[src/tmap_pkg.sv]
package tmap_pkg;

  // Width of one sample and of one mapped level.
  localparam int SAMPLE_BITS = 32;
  localparam int LEVEL_BITS  = 8;

  // Number of quotient bits the divider produces, one per cycle.
  localparam int QUO_STEPS = LEVEL_BITS;
  localparam int STEP_BITS = (QUO_STEPS > 1) ? $clog2(QUO_STEPS) : 1;

  localparam logic [LEVEL_BITS-1:0] LEVEL_MAX = '1;
  localparam logic [LEVEL_BITS-1:0] LEVEL_MIN = '0;

  // Pass codes carried in the op field.
  localparam logic OP_MEASURE = 1'b0;
  localparam logic OP_MAP     = 1'b1;

  localparam logic [SAMPLE_BITS-1:0] SIGN_MASK = {1'b1, {(SAMPLE_BITS-1){1'b0}}};

  typedef logic [SAMPLE_BITS-1:0] sample_t;
  typedef logic [LEVEL_BITS-1:0]  level_t;

  // Divider sequencer states.
  typedef enum logic [2:0] {
    DIV_IDLE,
    DIV_PREP,
    DIV_ITER,
    DIV_FIX,
    DIV_DONE
  } div_state_t;

  // Requests from the top level to the divider.
  typedef struct packed {
    logic start;
    logic take;
  } div_ctrl_t;

  // Status from the divider to the top level.
  typedef struct packed {
    logic busy;
    logic done;
  } div_stat_t;

  // Offset-binary key: unsigned order of keys equals signed order of samples.
  function automatic sample_t order_key(input sample_t value);
    order_key = value ^ SIGN_MASK;
  endfunction

endpackage

[src/tmap_if.sv]
// Sample channel into the tone mapper.
interface tmap_in_if;
  logic                  valid;
  logic                  ready;
  logic                  op;
  logic                  first;
  tmap_pkg::sample_t     sample;

  modport source (output valid, output op, output first, output sample, input ready);
  modport sink   (input valid, input op, input first, input sample, output ready);
endinterface

// Level channel out of the tone mapper.
interface tmap_out_if;
  logic                  valid;
  logic                  ready;
  tmap_pkg::level_t      level;

  modport source (output valid, output level, input ready);
  modport sink   (input valid, input level, output ready);
endinterface

[src/tmap_marks.sv]
// Running minimum and maximum of the measure pass.
module tmap_marks (
  input  logic              clk,
  input  logic              rst,
  input  logic              update,
  input  logic              first,
  input  tmap_pkg::sample_t sample,
  output tmap_pkg::sample_t lo_key,
  output tmap_pkg::sample_t hi_key
);
  import tmap_pkg::*;

  sample_t low_mark;
  sample_t high_mark;
  sample_t sample_key;

  assign sample_key = order_key(sample);
  assign lo_key     = order_key(low_mark);
  assign hi_key     = order_key(high_mark);

  // A first sample restarts both marks; any other sample only widens them.
  always_ff @(posedge clk) begin
    if (rst) begin
      low_mark  <= '0;
      high_mark <= '0;
    end else if (update) begin
      if (first) begin
        low_mark  <= sample;
        high_mark <= sample;
      end else begin
        if (sample_key > hi_key) begin
          high_mark <= sample;
        end
        if (sample_key < lo_key) begin
          low_mark <= sample;
        end
      end
    end
  end

endmodule

[src/tmap_div.sv]
// Bit-serial scaler: one quotient bit of floor(256*num/den) per cycle,
// then a one-step correction to floor(255*num/den).
module tmap_div (
  input  logic                clk,
  input  logic                rst,
  input  tmap_pkg::div_ctrl_t ctrl,
  input  tmap_pkg::sample_t   sample_key,
  input  tmap_pkg::sample_t   lo_key,
  input  tmap_pkg::sample_t   hi_key,
  output tmap_pkg::div_stat_t stat,
  output tmap_pkg::level_t    level
);
  import tmap_pkg::*;

  div_state_t             state;
  div_state_t             state_next;
  sample_t                key;
  sample_t                num;
  sample_t                den;
  sample_t                rem;
  level_t                 acc;
  logic [STEP_BITS-1:0]   step;
  logic                   flat;
  logic                   below;
  logic                   above;
  logic [SAMPLE_BITS+1:0] trial;
  logic                   trial_neg;

  // Saturation cases, checked once the sample key is held.
  assign flat  = (hi_key <= lo_key);
  assign below = (key <= lo_key);
  assign above = (key >= hi_key);

  // One restoring step: does twice the remainder reach the divisor?
  assign trial     = {1'b0, rem, 1'b0} - {2'b00, den};
  assign trial_neg = trial[SAMPLE_BITS+1];

  // Next state.
  always_comb begin
    state_next = state;
    unique case (state)
      DIV_IDLE: begin
        if (ctrl.start) begin
          state_next = DIV_PREP;
        end
      end
      DIV_PREP: begin
        if (flat || below || above) begin
          state_next = DIV_DONE;
        end else begin
          state_next = DIV_ITER;
        end
      end
      DIV_ITER: begin
        if (step == STEP_BITS'(QUO_STEPS - 1)) begin
          state_next = DIV_FIX;
        end
      end
      DIV_FIX: begin
        state_next = DIV_DONE;
      end
      DIV_DONE: begin
        if (ctrl.take) begin
          state_next = DIV_IDLE;
        end
      end
      default: begin
        state_next = DIV_IDLE;
      end
    endcase
  end

  // Status outputs.
  always_comb begin
    stat.busy = 1'b1;
    stat.done = 1'b0;
    unique case (state)
      DIV_IDLE: begin
        stat.busy = 1'b0;
      end
      DIV_DONE: begin
        stat.done = 1'b1;
      end
      default: begin
        stat.busy = 1'b1;
      end
    endcase
  end

  assign level = acc;

  always_ff @(posedge clk) begin
    if (rst) begin
      state <= DIV_IDLE;
    end else begin
      state <= state_next;
    end
  end

  // Datapath: quotient bits shift into acc one per cycle.
  always_ff @(posedge clk) begin
    unique case (state)
      DIV_IDLE: begin
        key  <= sample_key;
        step <= '0;
      end
      DIV_PREP: begin
        num  <= key - lo_key;
        rem  <= key - lo_key;
        den  <= hi_key - lo_key;
        step <= '0;
        if (flat || below) begin
          acc <= LEVEL_MIN;
        end else if (above) begin
          acc <= LEVEL_MAX;
        end else begin
          acc <= '0;
        end
      end
      DIV_ITER: begin
        step <= step + STEP_BITS'(1);
        if (!trial_neg) begin
          rem <= trial[SAMPLE_BITS-1:0];
          acc <= {acc[LEVEL_BITS-2:0], 1'b1};
        end else begin
          rem <= {rem[SAMPLE_BITS-2:0], 1'b0};
          acc <= {acc[LEVEL_BITS-2:0], 1'b0};
        end
      end
      DIV_FIX: begin
        // 255*num = acc*den + rem - num, so a short remainder costs one level.
        if (rem < num) begin
          acc <= acc - LEVEL_BITS'(1);
        end
      end
      DIV_DONE: begin
        step <= '0;
      end
      default: begin
        step <= '0;
      end
    endcase
  end

endmodule

[src/minmax_linear_tone_map.sv]
// Channel   Role    Transaction payload
// samples   sink    op (0 measure, 1 map), first, sample (signed Q16.16)
// levels    source  level (8-bit mapped component)
//
// A measure sample updates the running min/max marks.
// A map sample that is divided goes through load, set-up, eight quotient bits
// in the serial divider, correction and hand-off; a saturating one skips to hand-off.
// The divider handles one map sample at a time; samples wait while it is busy.
// A result waiting in the output register does not hold back the next sample.
// Synchronous reset clears the marks to zero and empties both channels.
module minmax_linear_tone_map (
  input logic       clk,
  input logic       rst,
  tmap_in_if.sink   samples,
  tmap_out_if.source levels
);
  import tmap_pkg::*;

  logic      in_accept;
  logic      measure_accept;
  logic      map_accept;
  logic      load;
  logic      out_valid;
  level_t    out_level;
  level_t    div_level;
  sample_t   lo_key;
  sample_t   hi_key;
  sample_t   sample_key;
  div_ctrl_t div_ctrl;
  div_stat_t div_stat;

  // Input handshake: new samples only while the divider is free.
  assign samples.ready  = !div_stat.busy;
  assign in_accept      = samples.valid && samples.ready;
  assign measure_accept = in_accept && (samples.op == OP_MEASURE);
  assign map_accept     = in_accept && (samples.op == OP_MAP);
  assign sample_key     = order_key(samples.sample);

  tmap_marks u_marks (
    .clk    (clk),
    .rst    (rst),
    .update (measure_accept),
    .first  (samples.first),
    .sample (samples.sample),
    .lo_key (lo_key),
    .hi_key (hi_key)
  );

  // Hand the result over as soon as the output register is free.
  assign load          = div_stat.done && (!out_valid || levels.ready);
  assign div_ctrl.start = map_accept;
  assign div_ctrl.take  = load;

  tmap_div u_div (
    .clk        (clk),
    .rst        (rst),
    .ctrl       (div_ctrl),
    .sample_key (sample_key),
    .lo_key     (lo_key),
    .hi_key     (hi_key),
    .stat       (div_stat),
    .level      (div_level)
  );

  // Output register.
  always_ff @(posedge clk) begin
    if (rst) begin
      out_valid <= 1'b0;
    end else if (load) begin
      out_valid <= 1'b1;
    end else if (levels.ready) begin
      out_valid <= 1'b0;
    end
  end

  always_ff @(posedge clk) begin
    if (load) begin
      out_level <= div_level;
    end
  end

  assign levels.valid = out_valid;
  assign levels.level = out_level;

`ifndef SYNTHESIS
  // The marks never cross: the minimum stays at or below the maximum.
  a_marks_ordered: assert property (@(posedge clk) disable iff (rst)
    lo_key <= hi_key)
    else $error("minimum mark above maximum mark");

  // A map sample always starts the divider.
  a_map_starts_div: assert property (@(posedge clk) disable iff (rst)
    map_accept |=> div_stat.busy)
    else $error("map transaction did not start the divider");

  // A finished quotient that is handed over shows up on the output.
  a_result_delivered: assert property (@(posedge clk) disable iff (rst)
    load |=> (out_valid && !div_stat.busy))
    else $error("divider result lost on hand-off");

  // Measure samples never produce a result on their own.
  a_measure_silent: assert property (@(posedge clk) disable iff (rst)
    (measure_accept && !div_stat.busy && !out_valid) |=> !out_valid)
    else $error("measure transaction produced a level");
`endif

endmodule

[src/flat_wrapper.sv]
// flat-port wrapper written by rule: the top's interface ports become plain ports
module minmax_linear_tone_map_flat import tmap_pkg::*;
  (clk, rst, samples_valid, samples_op, samples_first, samples_sample, samples_ready, levels_valid, levels_level, levels_ready);
  tmap_in_if samples_i ();
  tmap_out_if levels_i ();
  input logic clk;
  input logic rst;
  input wire logic [$bits(samples_i.valid)-1:0] samples_valid;
  input wire logic [$bits(samples_i.op)-1:0] samples_op;
  input wire logic [$bits(samples_i.first)-1:0] samples_first;
  input wire logic [$bits(samples_i.sample)-1:0] samples_sample;
  output wire logic [$bits(samples_i.ready)-1:0] samples_ready;
  output wire logic [$bits(levels_i.valid)-1:0] levels_valid;
  output wire logic [$bits(levels_i.level)-1:0] levels_level;
  input wire logic [$bits(levels_i.ready)-1:0] levels_ready;
  assign samples_i.valid = samples_valid;
  assign samples_i.op = samples_op;
  assign samples_i.first = samples_first;
  assign samples_i.sample = samples_sample;
  assign samples_ready = samples_i.ready;
  assign levels_valid = levels_i.valid;
  assign levels_level = levels_i.level;
  assign levels_i.ready = levels_ready;
  minmax_linear_tone_map u_core (.clk(clk), .rst(rst), .samples(samples_i), .levels(levels_i));
endmodule
[config.mk]
export PLATFORM = sky130hd
export DESIGN_NAME = minmax_linear_tone_map_flat
export DESIGN_NICKNAME = d
export VERILOG_FILES = /design/src/tmap_pkg.sv /design/src/tmap_if.sv /design/src/tmap_marks.sv /design/src/tmap_div.sv /design/src/minmax_linear_tone_map.sv /design/src/flat_wrapper.sv
export SDC_FILE = /design/constraint.sdc
export NUM_CORES = 1
export LEC_CHECK = 0
export BUFFER_PORTS_ARGS = -buffer_cell sky130_fd_sc_hd__buf_2
export CORE_MARGIN = 3
export CORE_UTILIZATION = 60
export CTS_BUF_LIST = sky130_fd_sc_hd__clkbuf_4 sky130_fd_sc_hd__clkbuf_8
export DETAILED_ROUTE_END_ITERATION = 6
export GPL_TIMING_DRIVEN = 0
export PLACE_DENSITY = 0.79
export SLEW_MARGIN = 25
export SYNTH_ARGS = -nofsm -noshare
export SYNTH_HDL_FRONTEND = slang
export SYNTH_SLANG_ARGS = --single-unit
[constraint.sdc]
create_clock -name clk -period 7.57 [get_ports clk]
set_input_delay 0.3785 -clock clk [delete_from_list [all_inputs] [get_ports clk]]
set_output_delay 0.3785 -clock clk [all_outputs]
set_load 0.1 [all_outputs]
# After elaboration in Yosys (flattened, before gate mapping)
# Cells that the tools add are included.
[word_totals] reg_bits=215 inputBits=38
[op_classes] add_sub_neg=5 order_cmp=6 eq_ne=9 n_mux=20 bitwise_logic=4 reduce_logical=18
[op_table] cell="$mux W32" n=5
[op_table] cell="$le A32 B32 Y1" n=2
[op_table] cell="$lt A32 B32 Y1" n=2
[op_table] cell="$pmux W32 S2" n=1
[op_table] cell="$sub A32 B32 Y32" n=2
[op_table] cell="$sub A33 B32 Y34" n=1
[op_table] cell="$ge A32 B32 Y1" n=1
[op_table] cell="$gt A32 B32 Y1" n=1
[op_table] cell="$mux W8" n=3
[op_table] cell="$pmux W8 S3" n=1
[op_table] cell="$pmux W3 S5" n=1
[op_table] cell="$mux W3" n=4
[op_table] cell="$reduce_bool A2 Y1" n=4
[op_table] cell="$sub A8 B1 Y8 const B" n=1
[op_table] cell="$eq A3 B2 Y1 const B" n=2
[op_table] cell="$eq A3 B3 Y1 const B" n=2
[op_table] cell="$ne A2 B2 Y1 const B" n=3
[op_table] cell="$pmux W3 S2" n=1
[op_table] cell="$reduce_and A2 Y1" n=3
[op_table] cell="$logic_and A1 B1 Y1" n=4
[op_table] cell="$mux W1" n=4
[op_table] cell="$not A1 Y1" n=4
[op_table] cell="$add A3 B1 Y3 const B" n=1
[op_table] cell="$eq A3 B1 Y1 const B" n=1
[op_table] cell="6 further kinds" n=8

# Longest topological paths before layout
# Gate-level depths: netlist of run 1.
[logic_depth] ltp_word=6 mapped_depth=13 depth_no_buf=12

# Cells and area by module
# From an unflattened synthesis of run 1, not the netlist that was laid out.
[hier_totals] hier_cells=1871 area_unflattened_um2=17171.5
[by_module_without_submodules] mod="tmap_div" n_inst=1 cells_per_inst=1322 area_each_um2=12091.6 seq_area_each_um2=4234.1
[by_module_without_submodules] mod="tmap_marks" n_inst=1 cells_per_inst=532 area_each_um2=4763.3 seq_area_each_um2=1281.2
[by_module_without_submodules] mod="minmax_linear_tone_map" n_inst=1 cells_per_inst=17 area_each_um2=316.6 seq_area_each_um2=260.2

# Worst setup path before layout of run 1
# Ideal clock, no wire load.
[synth_timing] path_kind="reg2reg" startpoint="register u_core.u_div.state[0]" endpoint="register u_core.u_marks.low_mark[23]" setup_ns=0.070 arrival_time_ns=6.366 required_ns=7.500 slack_ns=1.134 path_stages_with_launch=9 synth_period_minus_slack_ns=6.436 cell_sequence="dfxtp_1 -> nor3_1 -> nand3b_1 -> a211oi_1 -> o221ai_1 -> a211oi_2 -> clkbuf_1 -> o21ai_0 -> a21oi_1"
[synth_via] elab_chain_cells=4
[synth_rtl] element="start, declared" line_no="tmap_div.sv:15" source="div_state_t state;"
[synth_rtl] element="start signal, assigned" line_no="tmap_div.sv:96" source="state <= state_next;"
[synth_rtl] element="$logic_not A3 Y1" line_no="tmap_div.sv:77" source="unique case (state)"
[synth_rtl] element="net samples_ready" line_no="flat_wrapper.sv:12" source="output wire logic [$bits(samples_i.ready)-1:0] samples_ready;"
[synth_rtl] element="$logic_and A1 B1 Y1" line_no="minmax_linear_tone_map.sv:34" source="assign in_accept = samples.valid && samples.ready;"
[synth_rtl] element="$logic_and A1 B1 Y1" line_no="minmax_linear_tone_map.sv:35" source="assign measure_accept = in_accept && (samples.op == OP_MEASURE);"
[synth_rtl] element="$reduce_and A2 Y1 (no source line)"
[synth_rtl] element="end signal, assigned" line_no="tmap_marks.sv:28" source="low_mark <= sample;"
[synth_rtl] element="end signal, assigned" line_no="tmap_marks.sv:35" source="low_mark <= sample;"
[synth_rtl] element="end, declared" line_no="tmap_marks.sv:13" source="sample_t low_mark;"
# The timed path passes the listed nets, and every way through them passes these cells.
# A chain may end at the register's enable or synchronous reset.

# Final worst setup path of run 1
[layout_timing] startpoint="register u_core.u_marks.high_mark[30]" endpoint="register u_core.u_marks.high_mark[24]"
[layout_via] elab_chain_cells=3
[layout_rtl] element="start, declared" line_no="tmap_marks.sv:14" source="sample_t high_mark;"
[layout_rtl] element="start signal, assigned" line_no="tmap_marks.sv:29" source="high_mark <= sample;"
[layout_rtl] element="start signal, assigned" line_no="tmap_marks.sv:32" source="high_mark <= sample;"
[layout_rtl] element="$gt A32 B32 Y1" line_no="tmap_marks.sv:31" source="if (sample_key > hi_key) begin"
[layout_rtl] element="$reduce_bool A2 Y1 (no source line)"
[layout_rtl] element="$reduce_and A2 Y1 (no source line)"
# No other way between the ends.

==> reports/metrics.json, run 1 <==
{
  "outcome": {"value": "finished, final reports clean"},
  "synthCells": {"value": 1708},
  "critical_path.cell_chain": {"value": "inv_1 -> ha_1 -> nand3_1 -> nor2_1 -> nand2_1 -> nor3_1 -> o21ai_0 -> a211oi_1 -> buf_2 -> mux2i_1 -> nor2_1"},
  "path_class": {"value": "reg2reg"},
  "clock_tree.htree_level_count": {"value": 2},
  "largest_net_degree_at_the_start_of_global_routing": {"value": 29},
  "cell_internal_pwr": {"value": 2.69, "unit": "mW"},
  "power.share.combinational": {"value": 33.5, "unit": "%"},
  "top_level_ports": {"value": 48},
  "syn_nets": {"value": 1973},
  "critical_path.endpoint_type": {"value": "flop"},
  "remaining_design_rule_violation_count": {"value": 0},
  "routedWlPerCell": {"value": 18.7, "unit": "um"},
  "post_cts_buffers": {"value": 0},
  "ctsLongestPathBuffers": {"value": 3},
  "die_area": {"value": 0.0289, "unit": "mm2"},
  "timing.hold.worst.class": {"value": "in2reg"},
  "port-buffer-count": {"value": 46},
  "synth.avg_cell_area": {"value": 9.45, "unit": "um2"},
  "cts.hold.buffers_added": {"value": 0},
  "skew": {"value": 0.0311, "unit": "ns"},
  "rows": {"value": 59},
  "switching_part_of_the_total": {"value": 33.4, "unit": "%"},
  "seqPwrFrac": {"value": 36.3, "unit": "%"},
  "grt_antenna_before_repair": {"value": 0},
  "p_switching": {"value": 1.35, "unit": "mW"},
  "hold_viol_final": {"value": 0},
  "cts_resized": {"value": 0},
  "mostFrequentLayoutCell": {"value": "sky130_fd_sc_hd__ha_1"},
  "master_of_the_slowest_instance_on_the_critical_path": {"value": "sky130_fd_sc_hd__a211oi_1"},
  "pre_repair_dr_iteration_count": {"value": 5},
  "initialDrtViolationCount": {"value": 893},
  "cts_inserted_buffers": {"value": 38},
  "first_global_vias": {"value": 12600},
  "setup.worst_path.start_class": {"value": "flop"},
  "yosys_register_bits": {"value": 215},
  "number_of_enable_flip_flop_cells_after_synthesis": {"value": 147},
  "grt_overflow_total": {"value": 0},
  "p_per_area": {"value": 227, "unit": "mW/mm2"},
  "avgViaCountPerCell": {"value": 6.13},
  "die_y": {"value": 170, "unit": "um"},
  "dominantRegCellSynth": {"value": "sky130_fd_sc_hd__edfxtp_1"},
  "totalNegativeSetupSlack": {"value": 0, "unit": "ns"},
  "layout-area-overhead-vs-synth": {"value": 10.2, "unit": "%"},
  "maxSlewHeadroom": {"value": 24.7, "unit": "%"},
  "seq_area_frac_synth": {"value": 35.8, "unit": "%"},
  "coreArea": {"value": 0.0263, "unit": "mm2"},
  "worstMarginPinSlew": {"value": 1.12, "unit": "ns"},
  "floorplan.die.width": {"value": 170, "unit": "um"},
  "clock_power_share": {"value": 30.2, "unit": "%"},
  "grt_pass1_wl": {"value": 64.0, "unit": "mm"},
  "post_layout_min_period": {"value": 3.62, "unit": "ns"},
  "irDropWorstVdd": {"value": 0.174, "unit": "mV"},
  "fmax": {"value": 277, "unit": "MHz"},
  "clock_sink_count": {"value": 215},
  "critical_path_buf_inv_count": {"value": 2},
  "critical_path.top_delay_family": {"value": "compound AO/OA/AOI/OAI gates"},
  "detailed_place_hpwl": {"value": 32.1, "unit": "mm"},
  "synth_area": {"value": 0.0161, "unit": "mm2"},
  "num_vias": {"value": 13300},
  "post-place-cells": {"value": 2096},
  "clock_insertion_delay_at_the_later_pin_of_the_skew_report": {"value": 0.54, "unit": "ns"},
  "cts_root_buffer": {"value": "sky130_fd_sc_hd__clkbuf_8"},
  "yosys_warnings": {"value": 0},
  "critPathMostFrequentCell": {"value": "sky130_fd_sc_hd__nor2_1"},
  "synth.distinct_cells": {"value": 87},
  "nets": {"value": 2066},
  "antenna_cells": {"value": 0},
  "groute.usage.overall": {"value": 27.5, "unit": "%"},
  "drv_slew": {"value": 0},
  "crit_fanout": {"value": 10},
  "drv.max_cap_violation_count": {"value": 0},
  "crit_arrival": {"value": 4.01, "unit": "ns"},
  "cts_tree": {"value": "yes"},
  "worst_hold_slack": {"value": 0.0981, "unit": "ns"},
  "timing.final.setup_violations": {"value": 0},
  "critPathMaxStageDelay": {"value": 0.92, "unit": "ns"},
  "top_library_cells_by_usage_in_the_layout_fill_and_taps_aside": {"value": "224 x sky130_fd_sc_hd__ha_1, 164 x sky130_fd_sc_hd__a21oi_1, 156 x sky130_fd_sc_hd__inv_1"},
  "timing.critical_path.required": {"value": 7.97, "unit": "ns"},
  "drt.antenna.violating_nets": {"value": 0},
  "drive_above_1_share": {"value": 9.34, "unit": "%"},
  "initial_util": {"value": 61.4, "unit": "%"},
  "post_layout_nonfiller_instances": {"value": 2166},
  "synth_async_sr_flop_share": {"value": 0, "unit": "%"},
  "leakage": {"value": 7.59, "unit": "nW"},
  "clkSlewWorstSetupHoldPaths": {"value": 0.07, "unit": "ns"},
  "rsz0062_at_grt": {"value": "false"},
  "final.period_utilization": {"value": 47.8, "unit": "%"},
  "final_wtd_congestion": {"value": 0.936},
  "wl": {"value": 40.5, "unit": "mm"}
}
synth_stat cells (24+ instances only):
master                       n  share of area, %
sky130_fd_sc_hd__o21ai_0   112               3.5
sky130_fd_sc_hd__dfxtp_1    68               8.4
sky130_fd_sc_hd__xnor2_1    38               2.1
sky130_fd_sc_hd__xor2_1     40               2.2
sky130_fd_sc_hd__nand2_1   102               2.4
sky130_fd_sc_hd__clkbuf_1   39              0.91
sky130_fd_sc_hd__ha_1      224                17
sky130_fd_sc_hd__nand2b_1   24              0.93
sky130_fd_sc_hd__inv_1     156               3.6
sky130_fd_sc_hd__nand4_1    29               1.1
sky130_fd_sc_hd__or3_1      39               1.5
sky130_fd_sc_hd__edfxtp_1  147                27
sky130_fd_sc_hd__mux2i_1    44               2.7
sky130_fd_sc_hd__a21o_1     93               4.3
sky130_fd_sc_hd__a21oi_1   164               5.1
sky130_fd_sc_hd__nor2_1    102               2.4
sky130_fd_sc_hd__o21a_1     25               1.2
sky130_fd_sc_hd__nand3_1    28              0.87
metal layers:
metal / up-vias / track usage [%] / routed length (um)
met5: - / 0 / 0
met4: 0 / 11.2 / 1660
met3: 91 / 3.16 / 2250
met2: 460 / 43.6 / 18100
met1: 6239 / 38.8 / 18500
li1: 6498 / - / -
final timing paths:
check	start	end	slack (ns)	depth (start not counted)
min	samples_sample[29]	u_core.u_div.key[29]$_DFFE_PP_	0.1	1
min reg2reg	u_core.u_div.level[1]$_DFFE_PP_	u_core.levels.level[1]$_DFFE_PP_	0.52	0
max	u_core.u_marks.high_mark[30]$_SDFFE_PP0P_	u_core.u_marks.high_mark[24]$_SDFFE_PP0P_	3.95	11
max reg2reg	u_core.u_marks.high_mark[30]$_SDFFE_PP0P_	u_core.u_marks.high_mark[24]$_SDFFE_PP0P_	3.95	11
cells by family (layout without fill, tap and decap cells):
family / Yosys count / after routing / share of synthesized area [%]
fa+ha+maj: 227 / 227 / 17.7
mux: 58 / 58 / 3.71
compound gates: 521 / 521 / 21.2
buf+inv: 205 / 328 / 4.85
flops: 215 / 215 / 35.8
simple gates: 404 / 404 / 12.5
xor+xnor: 78 / 78 / 4.23
final cells by class:
class | instances | area, um2
Inverter | 156 | 586
Timing Repair Buffer | 53 | 339
Tap cell | 335 | 419
Clock inverter | 16 | 211
Sequential cell | 215 | 5780
Fill cell | 2033 | 8500
Buffer | 49 | 198
Clock buffer | 54 | 649
Multi-Input combinational cell | 1288 | 9600
flip-flops by register name, indices dropped and copies added, names as in the netlist:
register and flops:
u_core.u_div.key 32, u_core.levels.valid 1, u_core.u_div.step 3, u_core.u_div.den 32, u_core.u_div.level 8, u_core.u_div.num 32, u_core.u_div.rem 32, u_core.u_div.state 3
u_core.u_marks.high_mark 32, u_core.levels.level 8, u_core.u_marks.low_mark 32
power groups by stage:
stage | Clock [mW] | Sequential (mW) | Combinational [mW]
CTS | 1.23 | 1.46 | 1.33
global route | 1.28 | 1.47 | 1.49
global placement | 0 | 1.49 | 1.27
floorplan | 0 | 1.47 | 0.993
detailed placement | 0 | 1.48 | 1.32
finish | 1.22 | 1.46 | 1.35
metrics by stage:
step	setup slack, ns	utilization [%]	power [mW]	cell area [um2]
after floorplan	1.13	-	2.47	16100
after global placement	0.357	63.9	2.76	16800
after detailed placement	3.92	64.4	2.80	16900
after CTS	4.08	67.7	4.02	17800
after global routing	3.84	67.7	4.24	17800
final	3.95	67.7	4.03	17800
worst register-to-register path, stage by stage (launching register included):
cell                       delay, ns
sky130_fd_sc_hd__dfxtp_1        0.39
sky130_fd_sc_hd__inv_1          0.09
sky130_fd_sc_hd__ha_1           0.31
sky130_fd_sc_hd__nand3_1        0.10
sky130_fd_sc_hd__nor2_1         0.15
sky130_fd_sc_hd__nand2_1        0.10
sky130_fd_sc_hd__nor3_1         0.46
sky130_fd_sc_hd__o21ai_0        0.18
sky130_fd_sc_hd__a211oi_1       0.92
sky130_fd_sc_hd__buf_2          0.48
sky130_fd_sc_hd__mux2i_1        0.25
sky130_fd_sc_hd__nor2_1         0.06
Note: power is estimated with default switching activity, not from simulation.
==> inputs of run 2 (changes only) <==
Clock period 7.57 ns to 3.54 ns, I/O delays scaled along.
==> run 2 against run 1 <==
  * Fmax grew 6.0%
  * Utilization is 1.0 points higher
  * Clock power up 90%
  * Largest cell class unchanged
==> reports/metrics.json, run 2 (synthesis results as in run 1) <==
{
  "outcome": {"value": "finished, final reports clean"},
  "setup.worst_path.start_class": {"value": "flop"},
  "drt.antenna.violating_nets": {"value": 0, "change": "unchanged"},
  "post_cts_buffers": {"value": 0, "change": "unchanged"},
  "largest_net_degree_at_the_start_of_global_routing": {"value": 25, "change": "-14%"},
  "worstMarginPinSlew": {"value": 1.04, "unit": "ns", "change": "-0.0856 ns"},
  "final_wtd_congestion": {"value": 0.959, "change": "+2.5%"},
  "first_global_vias": {"value": 13100, "change": "+4.0%"},
  "wl": {"value": 41.5, "unit": "mm", "change": "+2.4%"},
  "port-buffer-count": {"value": 46, "change": "unchanged"},
  "leakage": {"value": 7.69, "unit": "nW", "change": "+1.3%"},
  "hold_viol_final": {"value": 0, "change": "unchanged"},
  "post_layout_min_period": {"value": 3.41, "unit": "ns", "change": "-0.204 ns"},
  "irDropWorstVdd": {"value": 0.385, "unit": "mV", "change": "+120%"},
  "timing.hold.worst.class": {"value": "in2reg"},
  "post-place-cells": {"value": 2094, "change": "-0.095%"},
  "initial_util": {"value": 61.4, "unit": "%", "change": "unchanged"},
  "rr_worst_depth": {"value": 11, "change": "unchanged"},
  "critPathMaxStageDelay": {"value": 0.45, "unit": "ns", "change": "-0.47 ns"},
  "critical_path.top_delay_family": {"value": "compound AO/OA/AOI/OAI gates"},
  "clock_insertion_delay_at_the_later_pin_of_the_skew_report": {"value": 0.54, "unit": "ns", "change": "about the same"},
  "master_of_the_slowest_instance_on_the_critical_path": {"value": "sky130_fd_sc_hd__dfxtp_1"},
  "clock_tree.htree_level_count": {"value": 2, "change": "unchanged"},
  "skew": {"value": 0.0385, "unit": "ns", "change": "+0.00746 ns"},
  "critical_path.endpoint_type": {"value": "flop"},
  "grt_overflow_total": {"value": 0, "change": "unchanged"},
  "routedWlPerCell": {"value": 18.9, "unit": "um", "change": "+1.0%"},
  "clkSlewWorstSetupHoldPaths": {"value": 0.07, "unit": "ns", "change": "about the same"},
  "timing.critical_path.required": {"value": 3.84, "unit": "ns", "change": "-4.13 ns"},
  "finish.utilization": {"value": 68.7, "unit": "%", "change": "+1.0 points"},
  "avgViaCountPerCell": {"value": 6.15, "change": "+0.29%"},
  "groute.usage.overall": {"value": 28.4, "unit": "%", "change": "+0.89 points"},
  "totalNegativeSetupSlack": {"value": 0, "unit": "ns", "change": "unchanged"},
  "place_area": {"value": 0.0169, "unit": "mm2", "change": "about the same"},
  "worst_r2r_endpoint": {"value": "u_core.u_div.rem[30]$_DFFE_PP_"},
  "nets": {"value": 2096, "change": "+1.5%"},
  "report.power.total": {"value": 8.38, "unit": "mW", "change": "+110%"},
  "cts_root_buffer": {"value": "sky130_fd_sc_hd__clkbuf_8"},
  "critical_path_buf_inv_count": {"value": 0, "change": "-2"},
  "crit_fanout": {"value": 4, "change": "-6"},
  "drive_above_1_share": {"value": 9.14, "unit": "%", "change": "-0.20 points"},
  "critical_path.cell_chain": {"value": "ha_1 -> fa_1 -> nand2b_1 -> a21o_1 -> a211oi_4 -> nor4_2 -> o31ai_4 -> a31oi_2 -> o41ai_2 -> xor2_1 -> o21a_1"},
  "fmax": {"value": 293, "unit": "MHz", "change": "+6.0%"},
  "worst_reg_to_reg_setup_slack": {"value": 0.13, "unit": "ns", "change": "-3.83 ns"},
  "grt_pass1_wl": {"value": 65.9, "unit": "mm", "change": "+3.0%"},
  "pre_repair_dr_iteration_count": {"value": 7, "change": "+2"},
  "coreArea": {"value": 0.0263, "unit": "mm2", "change": "unchanged"},
  "top_library_cells_by_usage_in_the_layout_fill_and_taps_aside": {"value": "224 x sky130_fd_sc_hd__ha_1, 164 x sky130_fd_sc_hd__a21oi_1, 156 x sky130_fd_sc_hd__inv_1"},
  "layout-area-overhead-vs-synth": {"value": 11.9, "unit": "%"},
  "final.period_utilization": {"value": 96.4, "unit": "%", "change": "+49 points"},
  "worst_hold_slack": {"value": 0.184, "unit": "ns", "change": "+0.0856 ns"},
  "path_class": {"value": "reg2reg"},
  "cts_tree": {"value": "yes"},
  "num_vias": {"value": 13500, "change": "+1.6%"},
  "remaining_design_rule_violation_count": {"value": 0, "change": "unchanged"},
  "worst_r2r_startpoint": {"value": "u_core.u_marks.low_mark[0]$_SDFFE_PP0P_"},
  "clock_sink_count": {"value": 215, "change": "unchanged"},
  "drv_slew": {"value": 0, "change": "unchanged"},
  "rows": {"value": 59, "change": "unchanged"},
  "cp-startpoint": {"value": "u_core.u_marks.low_mark[0]$_SDFFE_PP0P_"},
  "p_per_area": {"value": 464, "unit": "mW/mm2", "change": "+100%"},
  "maxSlewHeadroom": {"value": 29.1, "unit": "%", "change": "+4.4 points"},
  "cp_num_cells": {"value": 11, "change": "unchanged"},
  "crit_arrival": {"value": 3.71, "unit": "ns", "change": "-0.30 ns"},
  "die_area": {"value": 0.0289, "unit": "mm2", "change": "unchanged"},
  "die_y": {"value": 170, "unit": "um", "change": "unchanged"},
  "post_layout_nonfiller_instances": {"value": 2195, "change": "+1.3%"},
  "final_critical_path_setup_slack": {"value": 0.128, "unit": "ns", "change": "-3.83 ns"},
  "antenna_cells": {"value": 0, "change": "unchanged"},
  "ctsLongestPathBuffers": {"value": 3, "change": "unchanged"},
  "grt_antenna_before_repair": {"value": 0, "change": "unchanged"},
  "timing.final.setup_violations": {"value": 0, "change": "unchanged"},
  "initialDrtViolationCount": {"value": 1108, "change": "+24%"},
  "detailed_place_hpwl": {"value": 32.6, "unit": "mm", "change": "+1.3%"},
  "num-fill-cells": {"value": 2026, "change": "-0.34%"},
  "top_level_ports": {"value": 48, "change": "unchanged"},
  "timing.critical_path.to": {"value": "u_core.u_div.rem[30]$_DFFE_PP_"},
  "mostFrequentLayoutCell": {"value": "sky130_fd_sc_hd__ha_1"},
  "drv.max_cap_violation_count": {"value": 0, "change": "unchanged"},
  "post-route-cell-area": {"value": 0.0181, "unit": "mm2", "change": "+1.5%"},
  "cts_inserted_buffers": {"value": 38, "change": "unchanged"},
  "floorplan.die.width": {"value": 170, "unit": "um", "change": "unchanged"},
  "place_ws": {"value": 0.0211, "unit": "ns", "change": "-3.90 ns"}
}
-- run 2: cell count changes in the layout (fill, tap and decap cells not counted), sizes merged --
cell / change
inv: +1
clkinv: +4
buf: -2
bufinv: -4
dlygate4sd3: +33
clkbuf: -3
-- run 2: repair_timing --
action,CTS,global route
endpoints found under the setup margin,0,75
hold buffers,33,0
endpoints found under the hold margin,96,0
resized for setup,0,9
-- run 2: area by class of cell --
cell class,instances,area (um2),area share [%]
well taps,335,419,2.32
multi-input cells,1288,9650,53.4
flip-flops and latches,215,5780,32.0
inverters,156,586,3.24
repair buffers,84,666,3.69
plain buffers,48,194,1.07
clock inverters,17,111,0.617
clock buffers,52,653,3.62
-- run 2: where the power goes --
group / internal [mW] / switching (mW) / total, mW
registers: 3.01 / 0.118 / 3.13
clock network: 1.28 / 1.04 / 2.32
logic: 1.20 / 1.74 / 2.93
total: 5.49 / 2.89 / 8.38
-- run 2: worst reg2reg max path, delay by kind of cell, from the launching register on --
family / cells / cell delay, ns
adders and majority gates: 2 / 0.69
and+or+nand+nor: 2 / 0.30
AOI/OAI and AO/OA: 6 / 1.57
DFF: 1 / 0.45
xor gates and xnor gates: 1 / 0.17
-- run 2: worst min-delay path by stage --
stage          slack, ns                                  endpoint          startpoint  cells after the start
6_report            0.18  u_core.u_marks.low_mark[31]$_SDFFE_PP0P_       samples_valid                      4
5_1_grt             0.19   u_core.u_marks.low_mark[0]$_SDFFE_PP0P_       samples_valid                      4
4_1_cts             0.10  u_core.u_marks.low_mark[31]$_SDFFE_PP0P_       samples_valid                      4
3_5_place_dp        0.43            u_core.u_div.key[29]$_DFFE_PP_  samples_sample[29]                      1
3_3_place_gp        0.43            u_core.u_div.key[18]$_DFFE_PP_  samples_sample[18]                      1
2_1_floorplan       0.28             u_core.u_div.key[0]$_DFFE_PP_   samples_sample[0]                      0
-- run 2: per-layer routing --
| metal | part of all wire [%] | GRT usage, % | vias up |
|---|---|---|---|
| li1 | - | - | 6546 |
| met4 | 4.5 | 12.4 | 0 |
| met5 | 0 | 0 | - |
| met3 | 6.4 | 3.48 | 106 |
| met2 | 45 | 46.1 | 516 |
| met1 | 44 | 38.6 | 6337 |
==> inputs of run 3 (changes only) <==
Settings changed: CORE_MARGIN 3 to 5, CORE_UTILIZATION 60 to 55, PLACE_DENSITY 0.79 to 0.74, REMOVE_ABC_BUFFERS from default to 1.
==> run 3 against run 2 <==
  * Clock power shrank 2%
  * Worst setup slack lost 0.044 ns
  * Global-route usage shrank 5.4 points
  * Via count shrank 4.3%
  * Utilization shrank 6.0 points
  * Register-to-register slack lost 0.04 ns
  * Combinational power is essentially flat
  * Power shrank 0.70%
  * Final cell count grew 0.55%
  * Sequential share of layout area shrank 0.055 points
  * Sequential cell count is the same
  * Design area grew 0.17%
==> reports/metrics.json, run 3 (synthesis results as in run 1) <==
{
  "outcome": {"value": "finished, final reports clean"},
  "drv_slew": {"value": 0, "change": "unchanged"},
  "routedWlPerCell": {"value": 17.8, "unit": "um", "change": "-6.0%"},
  "critPathMostFrequentCell": {"value": "sky130_fd_sc_hd__o21a_1"},
  "master_of_the_slowest_instance_on_the_critical_path": {"value": "sky130_fd_sc_hd__o311ai_1"},
  "post-route-cell-area": {"value": 0.0181, "unit": "mm2", "change": "+0.17%"},
  "port-buffer-count": {"value": 47, "change": "+2.2%"},
  "clock_insertion_delay_at_the_later_pin_of_the_skew_report": {"value": 0.54, "unit": "ns", "change": "about the same"},
  "critical_path_buf_inv_count": {"value": 0, "change": "unchanged"},
  "place_ws": {"value": -0.204, "unit": "ns", "change": "-0.226 ns"},
  "critical_path.top_delay_family": {"value": "compound AO/OA/AOI/OAI gates"},
  "regArea": {"value": 0.00578, "unit": "mm2", "change": "unchanged"},
  "avgViaCountPerCell": {"value": 5.86, "change": "-4.8%"},
  "report.power.total": {"value": 8.32, "unit": "mW", "change": "-0.70%"},
  "largest_net_degree_at_the_start_of_global_routing": {"value": 70, "change": "+180%"},
  "initialDrtViolationCount": {"value": 803, "change": "-28%"},
  "antenna_cells": {"value": 0, "change": "unchanged"},
  "num_vias": {"value": 12900, "change": "-4.3%"},
  "power.share.combinational": {"value": 35.0, "unit": "%", "change": "about the same"},
  "drt.antenna.violating_nets": {"value": 0, "change": "unchanged"},
  "top_library_cells_by_usage_in_the_layout_fill_and_taps_aside": {"value": "224 x sky130_fd_sc_hd__ha_1, 164 x sky130_fd_sc_hd__a21oi_1, 156 x sky130_fd_sc_hd__inv_1"},
  "worst_hold_slack": {"value": 0.145, "unit": "ns", "change": "-0.0385 ns"},
  "finish.utilization": {"value": 62.7, "unit": "%", "change": "-6.0 points"},
  "totalNegativeSetupSlack": {"value": 0, "unit": "ns", "change": "unchanged"},
  "crit_arrival": {"value": 3.86, "unit": "ns", "change": "+0.15 ns"},
  "die_y": {"value": 181, "unit": "um", "change": "+6.6%"},
  "drv.max_cap_violation_count": {"value": 0, "change": "unchanged"},
  "rsz0062_at_grt": {"value": "true"},
  "final_wtd_congestion": {"value": 0.908, "change": "-5.3%"},
  "final.period_utilization": {"value": 97.6, "unit": "%", "change": "+1.3 points"},
  "cts_tree": {"value": "yes"},
  "p_per_area": {"value": 460, "unit": "mW/mm2", "change": "-0.87%"},
  "cts_inserted_buffers": {"value": 37, "change": "-2.6%"},
  "cell_internal_pwr": {"value": 5.48, "unit": "mW", "change": "about the same"},
  "floorplan.die.width": {"value": 181, "unit": "um", "change": "+6.6%"},
  "critical_path.endpoint_type": {"value": "flop"},
  "timing.critical_path.required": {"value": 3.94, "unit": "ns", "change": "+0.10 ns"},
  "groute.usage.overall": {"value": 23.1, "unit": "%", "change": "-5.4 points"},
  "irDropWorstVdd": {"value": 0.326, "unit": "mV", "change": "-15%"},
  "grt_overflow_total": {"value": 0, "change": "unchanged"},
  "wl": {"value": 39.2, "unit": "mm", "change": "-5.5%"},
  "cts_root_buffer": {"value": "sky130_fd_sc_hd__clkbuf_8"},
  "initial_util": {"value": 55.9, "unit": "%", "change": "-5.5 points"},
  "ctsLongestPathBuffers": {"value": 3, "change": "unchanged"},
  "detailed_place_hpwl": {"value": 30.4, "unit": "mm", "change": "-6.5%"},
  "fmax": {"value": 289, "unit": "MHz", "change": "-1.3%"},
  "clock_power_share": {"value": 27.4, "unit": "%", "change": "-0.2 points"},
  "worstMarginPinSlew": {"value": 0.912, "unit": "ns", "change": "-0.124 ns"},
  "hold_viol_final": {"value": 0, "change": "unchanged"},
  "rows": {"value": 62, "change": "+5.1%"},
  "pre_repair_dr_iteration_count": {"value": 5, "change": "-2"},
  "post-place-cells": {"value": 2104, "change": "+0.48%"},
  "post_layout_min_period": {"value": 3.46, "unit": "ns", "change": "+0.0445 ns"},
  "grt_pass1_wl": {"value": 62.7, "unit": "mm", "change": "-4.8%"},
  "p_switching": {"value": 2.83, "unit": "mW", "change": "-1.9%"},
  "clock_tree.htree_level_count": {"value": 2, "change": "unchanged"},
  "crit_fanout": {"value": 13, "change": "+9"},
  "drive_above_1_share": {"value": 9.54, "unit": "%", "change": "+0.40 points"},
  "skew": {"value": 0.0255, "unit": "ns", "change": "-0.0130 ns"},
  "remaining_design_rule_violation_count": {"value": 0, "change": "unchanged"},
  "maxSlewHeadroom": {"value": 37.6, "unit": "%", "change": "+8.5 points"},
  "num-fill-cells": {"value": 2367, "change": "+17%"},
  "timing.hold.worst.class": {"value": "in2reg"},
  "critPathMaxStageDelay": {"value": 0.48, "unit": "ns", "change": "+0.03 ns"},
  "seqPwrFrac": {"value": 37.6, "unit": "%", "change": "+0.2 points"},
  "nets": {"value": 2059, "change": "-1.8%"},
  "path_class": {"value": "reg2reg"},
  "final_critical_path_setup_slack": {"value": 0.0836, "unit": "ns", "change": "-0.0445 ns"},
  "top_level_ports": {"value": 48, "change": "unchanged"},
  "timing.final.setup_violations": {"value": 0, "change": "unchanged"},
  "grt_antenna_before_repair": {"value": 0, "change": "unchanged"},
  "post_layout_nonfiller_instances": {"value": 2207, "change": "+0.55%"},
  "setup.worst_path.start_class": {"value": "flop"},
  "die_area": {"value": 0.0329, "unit": "mm2", "change": "+14%"},
  "coreArea": {"value": 0.0289, "unit": "mm2", "change": "+9.8%"},
  "layout-area-overhead-vs-synth": {"value": 12.1, "unit": "%"},
  "clock_sink_count": {"value": 215, "change": "unchanged"},
  "clkSlewWorstSetupHoldPaths": {"value": 0.06, "unit": "ns", "change": "about the same"},
  "leakage": {"value": 7.68, "unit": "nW", "change": "-0.24%"},
  "place_area": {"value": 0.0169, "unit": "mm2", "change": "+0.13%"},
  "switching_part_of_the_total": {"value": 34.1, "unit": "%", "change": "-0.41 points"},
  "first_global_vias": {"value": 12600, "change": "-4.0%"},
  "mostFrequentLayoutCell": {"value": "sky130_fd_sc_hd__ha_1"},
  "multi_input_area": {"value": 0.00969, "unit": "mm2", "change": "+0.39%"},
  "critical_path.cell_chain": {"value": "ha_1 -> o21a_1 -> o31a_1 -> o2111ai_2 -> a21boi_4 -> a211o_1 -> nand4_4 -> and2_2 -> o311ai_1 -> o21a_1"}
}
run 3: cell types whose count changed in the layout (fill, tap and decap cells not counted), moves of 2 or more:
cell | before | now
sky130_fd_sc_hd__buf_2 | 54 | 46
sky130_fd_sc_hd__buf_4 | 1 | 6
sky130_fd_sc_hd__buf_6 | 2 | 4
sky130_fd_sc_hd__clkbuf_1 | 38 | 0
sky130_fd_sc_hd__clkinv_2 | 7 | 5
run 3: final cells by class:
class / count / share of cell area, %
timing repair buffer: 95 / 4.40
multi-input combinational: 1289 / 53.6
tap: 384 / 2.66
clock inverter: 17 / 0.637
clock buffer: 51 / 3.57
sequential: 215 / 31.9
inverter: 156 / 3.24
run 3: metal layers:
metal	track usage, %	vias up	share of wire, %
li1	-	6457	-
met1	33.2	6066	48
met2	37.2	344	45
met3	2.25	58	4.5
met4	6.54	0	2.5
met5	0	-	0
run 3: worst paths after layout:
check,startpoint,end,slack (ns),cells after the start
max,u_core.u_div.rem[2]$_DFFE_PP_,u_core.u_div.rem[30]$_DFFE_PP_,0.08,10
min,samples_op,u_core.u_div.state[0]$_SDFFE_PP0P_,0.15,5
max reg2reg,u_core.u_div.rem[2]$_DFFE_PP_,u_core.u_div.rem[30]$_DFFE_PP_,0.08,10
min reg2reg,u_core.u_div.level[7]$_DFFE_PP_,u_core.levels.level[7]$_DFFE_PP_,0.52,0
run 3: power groups by stage:
stage | clock [mW] | combinational [mW] | sequential (mW)
finish | 2.28 | 2.91 | 3.13
global route | 2.46 | 3.24 | 3.14
CTS | 2.33 | 2.87 | 3.12
detailed placement | 0 | 2.81 | 3.17
global placement | 0 | 2.70 | 3.18
floorplan | 0 | 2.10 | 3.15
run 3: worst reg2reg max path, stage by stage, from the launching register on:
cell and delay (ns):
sky130_fd_sc_hd__edfxtp_1 0.43, sky130_fd_sc_hd__ha_1 0.37, sky130_fd_sc_hd__o21a_1 0.15, sky130_fd_sc_hd__o31a_1 0.19
sky130_fd_sc_hd__o2111ai_2 0.21, sky130_fd_sc_hd__a21boi_4 0.31, sky130_fd_sc_hd__a211o_1 0.26, sky130_fd_sc_hd__nand4_4 0.32
sky130_fd_sc_hd__and2_2 0.45, sky130_fd_sc_hd__o311ai_1 0.48, sky130_fd_sc_hd__o21a_1 0.18
run 3: timing repair:
action                                  CTS  global route
cloned                                    0             1
endpoints found under the hold margin    95             0
hold buffers                             33             0
resized for setup                         3             4
endpoints found under the setup margin    8            20
buffers inserted                          0             1
pin swaps                                 0             4
